### config.mk
export PLATFORM = sky130hd
export DESIGN_NAME = dskt_cell
export DESIGN_NICKNAME = d
export VERILOG_FILES = /design/src/hdl/descending_sorted_key_table_top_macros.svh /design/src/hdl/dskt_pkg.sv /design/src/hdl/dskt_cell.sv
export SDC_FILE = /design/constraint.sdc
export NUM_CORES = 1
export LEC_CHECK = 0
export BUFFER_PORTS_ARGS = -buffer_cell sky130_fd_sc_hd__buf_4
export CELL_PAD_IN_SITES_DETAIL_PLACEMENT = 1
export CELL_PAD_IN_SITES_GLOBAL_PLACEMENT = 1
export CORE_MARGIN = 4
export CORE_UTILIZATION = 32
export DETAILED_ROUTE_END_ITERATION = 7
export MAX_ROUTING_LAYER = met4
export PLACE_DENSITY = 0.9
export SLEW_MARGIN = 0
export SYNTH_ARGS = -nofsm -noshare
export SYNTH_HDL_FRONTEND = slang
export SYNTH_SLANG_ARGS = --single-unit
export TNS_END_PERCENT = 100
### constraint.sdc
create_clock -name clk -period 6.7 [get_ports clk]
set_input_delay 0 -clock clk [delete_from_list [all_inputs] [get_ports clk]]
set_output_delay 0 -clock clk [all_outputs]
set_load 0.02 [all_outputs]
### src/hdl/descending_sorted_key_table_top_macros.svh
// Assertion macros used by the sorted key table top level.
`ifndef DESCENDING_SORTED_KEY_TABLE_TOP_MACROS_SVH
`define DESCENDING_SORTED_KEY_TABLE_TOP_MACROS_SVH
`ifndef SYNTHESIS
// Check a property on a given clock and active-low reset.
`define DSKT_ASSERT_CLK(lbl, ck, rstn, prop, msg) \
    lbl: assert property (@(posedge ck) disable iff (!rstn) prop) else $error(msg);
// Check a property on clk and rst_n.
`define DSKT_ASSERT(lbl, prop, msg) `DSKT_ASSERT_CLK(lbl, clk, rst_n, prop, msg)
`else
`define DSKT_ASSERT_CLK(lbl, ck, rstn, prop, msg)
`define DSKT_ASSERT(lbl, prop, msg)
`endif
`endif

### src/hdl/dskt_pkg.sv
// Types and constants of the sorted key table.
package dskt_pkg;

    localparam int FUNC_W        = 2;
    localparam int ID_W          = 32;
    localparam int SCORE_W       = 16;
    localparam int STATUS_W      = 3;
    localparam int ENTRY_COUNT_W = 6;

    typedef enum logic [FUNC_W-1:0] {
        FN_INSERT = 2'd0,
        FN_REMOVE = 2'd1,
        FN_LIST   = 2'd2
    } func_t;

    typedef enum logic [STATUS_W-1:0] {
        ST_INSERTED  = 3'd0,
        ST_REMOVED   = 3'd1,
        ST_NOT_FOUND = 3'd2,
        ST_FULL      = 3'd3,
        ST_LIST      = 3'd4
    } status_t;

    typedef enum logic [1:0] {
        OP_HOLD   = 2'd0,
        OP_INSERT = 2'd1,
        OP_REMOVE = 2'd2,
        OP_ROTATE = 2'd3
    } op_t;

    // Command broadcast to every cell of the chain.
    typedef struct packed {
        op_t                op;
        logic [ID_W-1:0]    key_id;
        logic [SCORE_W-1:0] score;
    } cell_cmd_t;

endpackage

### src/hdl/dskt_cell.sv
// One slot of the sorted key chain: holds an entry and trades it with its neighbors.
module dskt_cell import dskt_pkg::*; #(
    parameter int INDEX   = 0,
    parameter int COUNT_W = 6
) (
    input  logic               clk,
    input  cell_cmd_t          cmd,
    input  logic [COUNT_W-1:0] count,
    input  logic               left_go,
    input  logic [ID_W-1:0]    left_id,
    input  logic [SCORE_W-1:0] left_score,
    input  logic [ID_W-1:0]    right_id,
    input  logic [SCORE_W-1:0] right_score,
    input  logic               right_occ,
    input  logic [ID_W-1:0]    head_id,
    input  logic [SCORE_W-1:0] head_score,
    input  logic               hit_in,
    output logic               go,
    output logic               hit_out,
    output logic               occ,
    output logic [ID_W-1:0]    id,
    output logic [SCORE_W-1:0] score
);

    logic [ID_W-1:0]    id_reg;
    logic [ID_W-1:0]    id_next;
    logic [SCORE_W-1:0] score_reg;
    logic [SCORE_W-1:0] score_next;
    logic               match;

    assign occ     = count > COUNT_W'(INDEX);
    // New entry belongs here or further left: slot empty or strictly lower score.
    assign go      = !occ || (score_reg < cmd.score);
    assign match   = occ && (id_reg == cmd.key_id);
    assign hit_out = hit_in || match;
    assign id      = id_reg;
    assign score   = score_reg;

    always_comb
    begin
        id_next    = id_reg;
        score_next = score_reg;
        case (cmd.op)
            OP_INSERT:
            begin
                if (left_go)
                begin
                    id_next    = left_id;
                    score_next = left_score;
                end
                else if (go)
                begin
                    id_next    = cmd.key_id;
                    score_next = cmd.score;
                end
            end
            OP_REMOVE:
            begin
                // Close the gap from the first match onward.
                if (hit_out)
                begin
                    id_next    = right_id;
                    score_next = right_score;
                end
            end
            OP_ROTATE:
            begin
                if (occ && !right_occ)
                begin
                    id_next    = head_id;
                    score_next = head_score;
                end
                else if (occ)
                begin
                    id_next    = right_id;
                    score_next = right_score;
                end
            end
            default:
            begin
                id_next    = id_reg;
                score_next = score_reg;
            end
        endcase
    end

    always_ff @(posedge clk)
    begin
        id_reg    <= id_next;
        score_reg <= score_next;
    end

endmodule

==> impl_metrics.tcl <==
set metrics [dict create \
    grtUsageTotal_pct 21.5 \
    nNetsFinal 831 \
    worstPathArrival_ps 2940 \
    post-synth-top-area-cell "edfxtp_1" \
    cts_tree "yes" \
    synthesis.area_sq_um 3780 \
    syn_nets 595 \
    htreeDepth 2 \
    ir_drop_mv 0.0964 \
    fin_area_sq_um 5900 \
    cts.sinks 48 \
    cts_hold_buf 0 \
    p_int_uw 682 \
    dp_cells 748 \
    dr.pass1.iters 4 \
    detail_route.wirelength_mm 15.1 \
    netlist-cell-type-count 31 \
    grt_pass1_wl_mm 22.1 \
    antenna_cells 0 \
    p_seq_share_pct 39.6 \
    first_iter_violations 134 \
    yosysSeqAreaShare_pct 38.1 \
    area_growth_pct 55.9 \
    fillers 1336 \
    largest_reg_flops 32 \
    final_cell_mix "256 x buf_4, 54 x a21oi_1, 48 x mux2i_1, 48 x edfxtp_1" \
    fin_cells 756 \
    required_ps 6630 \
    maxCapViolCount 0 \
    core_area_sq_um 11500 \
    cp_slowest_cell "or4_1" \
    cts_buffer_depth 2 \
    hp-class "in2reg" \
    ant_nets 0 \
    fmaxAchievable_ghz 0.331 \
    path_max_fanout 35 \
    tightestPinTransition_ps 982 \
    postCtsSetupRepairBufs 0 \
    layout_commonest_cell "buf_4" \
    register_area_sq_um 1440 \
    maxSlewViolCount 0 \
    die_width_um 117 \
    synth_top_area_share_pct 38.1 \
    p_comb_share_pct 35.5 \
    ios 255 \
    place_ws_ps 3630 \
    fin_worst_skew_ps 5.92 \
    hold_violations 0 \
    die_h_um 117 \
    insertion_delay_ps 280 \
    grt_max_degree 98 \
    ctsRootBufferMaster "clkbuf_16" \
    max_stage_delay_ps 540 \
    rows 39 \
    place_area_sq_um 5760 \
    holdWs_ps 76.5 \
    drc 0 \
    port_buffers 254 \
    dp_hpwl_mm 12.4 \
    rsz0062_at_grt "no" \
    outcome "complete, no violations" \
    wl_per_cell_um 20.0 \
    syn_inst 376 \
    finalCriticalPeriod_ps 3020 \
    power.net_switching_uw 303 \
    cts_buffers 5 \
    antenna_found_initial 0 \
    start_util_pct 32.8 \
    cp.buffers_inverters 1 \
    clkPwrFrac_pct 24.9 \
    path_cells "ha_1 -> nand4_1 -> or2_1 -> a21oi_1 -> or4_1 -> nand3b_1 -> a31o_2 -> buf_4" \
    cp-start-kind "register" \
    period_share_pct 45.0 \
    switching_share_pct 30.7 \
    design.die.area_sq_um 13600 \
    setup_tns_ps 0 \
    critical_path.top_delay_family "simple AND/OR/NAND/NOR gates" \
    ys_top_cells_by_area "edfxtp_1 38%, mux2i_1 13%, xor2_1 7.4%" \
    cp-end-kind "register" \
    max-slew-margin-rel_pct 34.5 \
    overflow 0 \
    gp_congestion 0.846 \
    vias_per_cell 5.17 \
    crit_type "reg2reg" \
    cts_resized 0 \
    num_vias 3905 \
    drive_above_1_share_pct 43.9 \
    power_leakage_nw 2.72 \
    synth-seq-cells 48 \
    ys.warnings.count 0 \
    clkTransAtPathRegs_ps 70 \
    multiInputGateArea_sq_um 2150 \
    powerDensity_nw_per_um2 167 \
    setup_viol 0 \
    worst_slack_ps 3680 \
    synth_area_per_cell_sq_um 10.1 \
    first_global_vias 4281 \
]
-- cells in the mapped netlist (all sizes together) --
cell type	n
a2111oi	2
a31o	1
or2	1
o21a	1
edfxtp	48
and3b	1
o21ai	3
inv	18
nand2b	1
a21oi	54
o211a	15
nor4	10
or4	1
clkbuf	22
nor2	1
nand2	20
nand3b	1
ha	15
nand4	4
o31ai	1
a21o	2
nor2b	33
buf	5
mux2i	48
a211oi	33
xor2	32
nand3	3
-- cell type report --
type                            instances  area share (%)
Multi-Input combinational cell        283            36.4
Timing Repair Buffer                  256            32.6
Clock buffer                            5            2.12
Inverter                               18            1.15
Clock inverter                          3           0.233
Tap cell                              143            3.03
Sequential cell                        48            24.4
-- worst register-to-register path, cell delays in order, from the launching register on --
cell and delay, ps:
edfxtp_1 420, ha_1 340, nand4_1 160, or2_1 160
a21oi_1 40, or4_1 540, nand3b_1 110, a31o_2 390
buf_4 500
-- routing by layer --
| layer | up-vias | global-route usage [%] | wire length [um] |
|---|---|---|---|
| met5 | - | - | 0 |
| met2 | 141 | 39.4 | 8160 |
| met1 | 1873 | 25.1 | 5860 |
| li1 | 1879 | - | - |
| met3 | 12 | 3.11 | 926 |
| met4 | 0 | 4.20 | 202 |
-- per-stage QoR --
stage	power, mW	utilization, %
2_1_floorplan	0.560	-
3_3_place_gp	0.733	50.0
3_5_place_dp	0.748	50.0
4_1_cts	0.996	51.2
5_1_grt	1.04	51.2
6_report	0.984	51.2
-- power by group through the flow --
stage | combinational [mW] | clock (mW) | sequential (mW)
3_5_place_dp | 0.352 | 0 | 0.396
5_1_grt | 0.378 | 0.266 | 0.393
6_report | 0.349 | 0.245 | 0.390
3_3_place_gp | 0.340 | 0 | 0.393
4_1_cts | 0.354 | 0.253 | 0.390
2_1_floorplan | 0.131 | 0 | 0.429
-- logic make-up (layout without fill, tap and decap cells) --
| family | count (synthesis) | count (layout) | share of synthesized area [%] |
|---|---|---|---|
| xor+xnor | 32 | 32 | 7.41 |
| mux | 48 | 48 | 12.7 |
| flops | 48 | 48 | 38.1 |
| buf+inv | 45 | 282 | 5.13 |
| simple gates | 76 | 76 | 11.6 |
| fa+ha+maj | 15 | 15 | 4.96 |
| compound gates | 112 | 112 | 20.1 |
-- worst paths after layout --
kind                        from            endpoint  slack [ps]  cells after the start
max          score[15]$_DFFE_PP_     id[4]$_DFFE_PP_        3680                      8
min                   left_id[3]     id[3]$_DFFE_PP_          80                      3
max reg2reg  score[15]$_DFFE_PP_     id[4]$_DFFE_PP_        3680                      8
min reg2reg     id[26]$_DFFE_PP_  score[3]$_DFFE_PP_        1470                      6
Power figures use the tool's default switching activity.
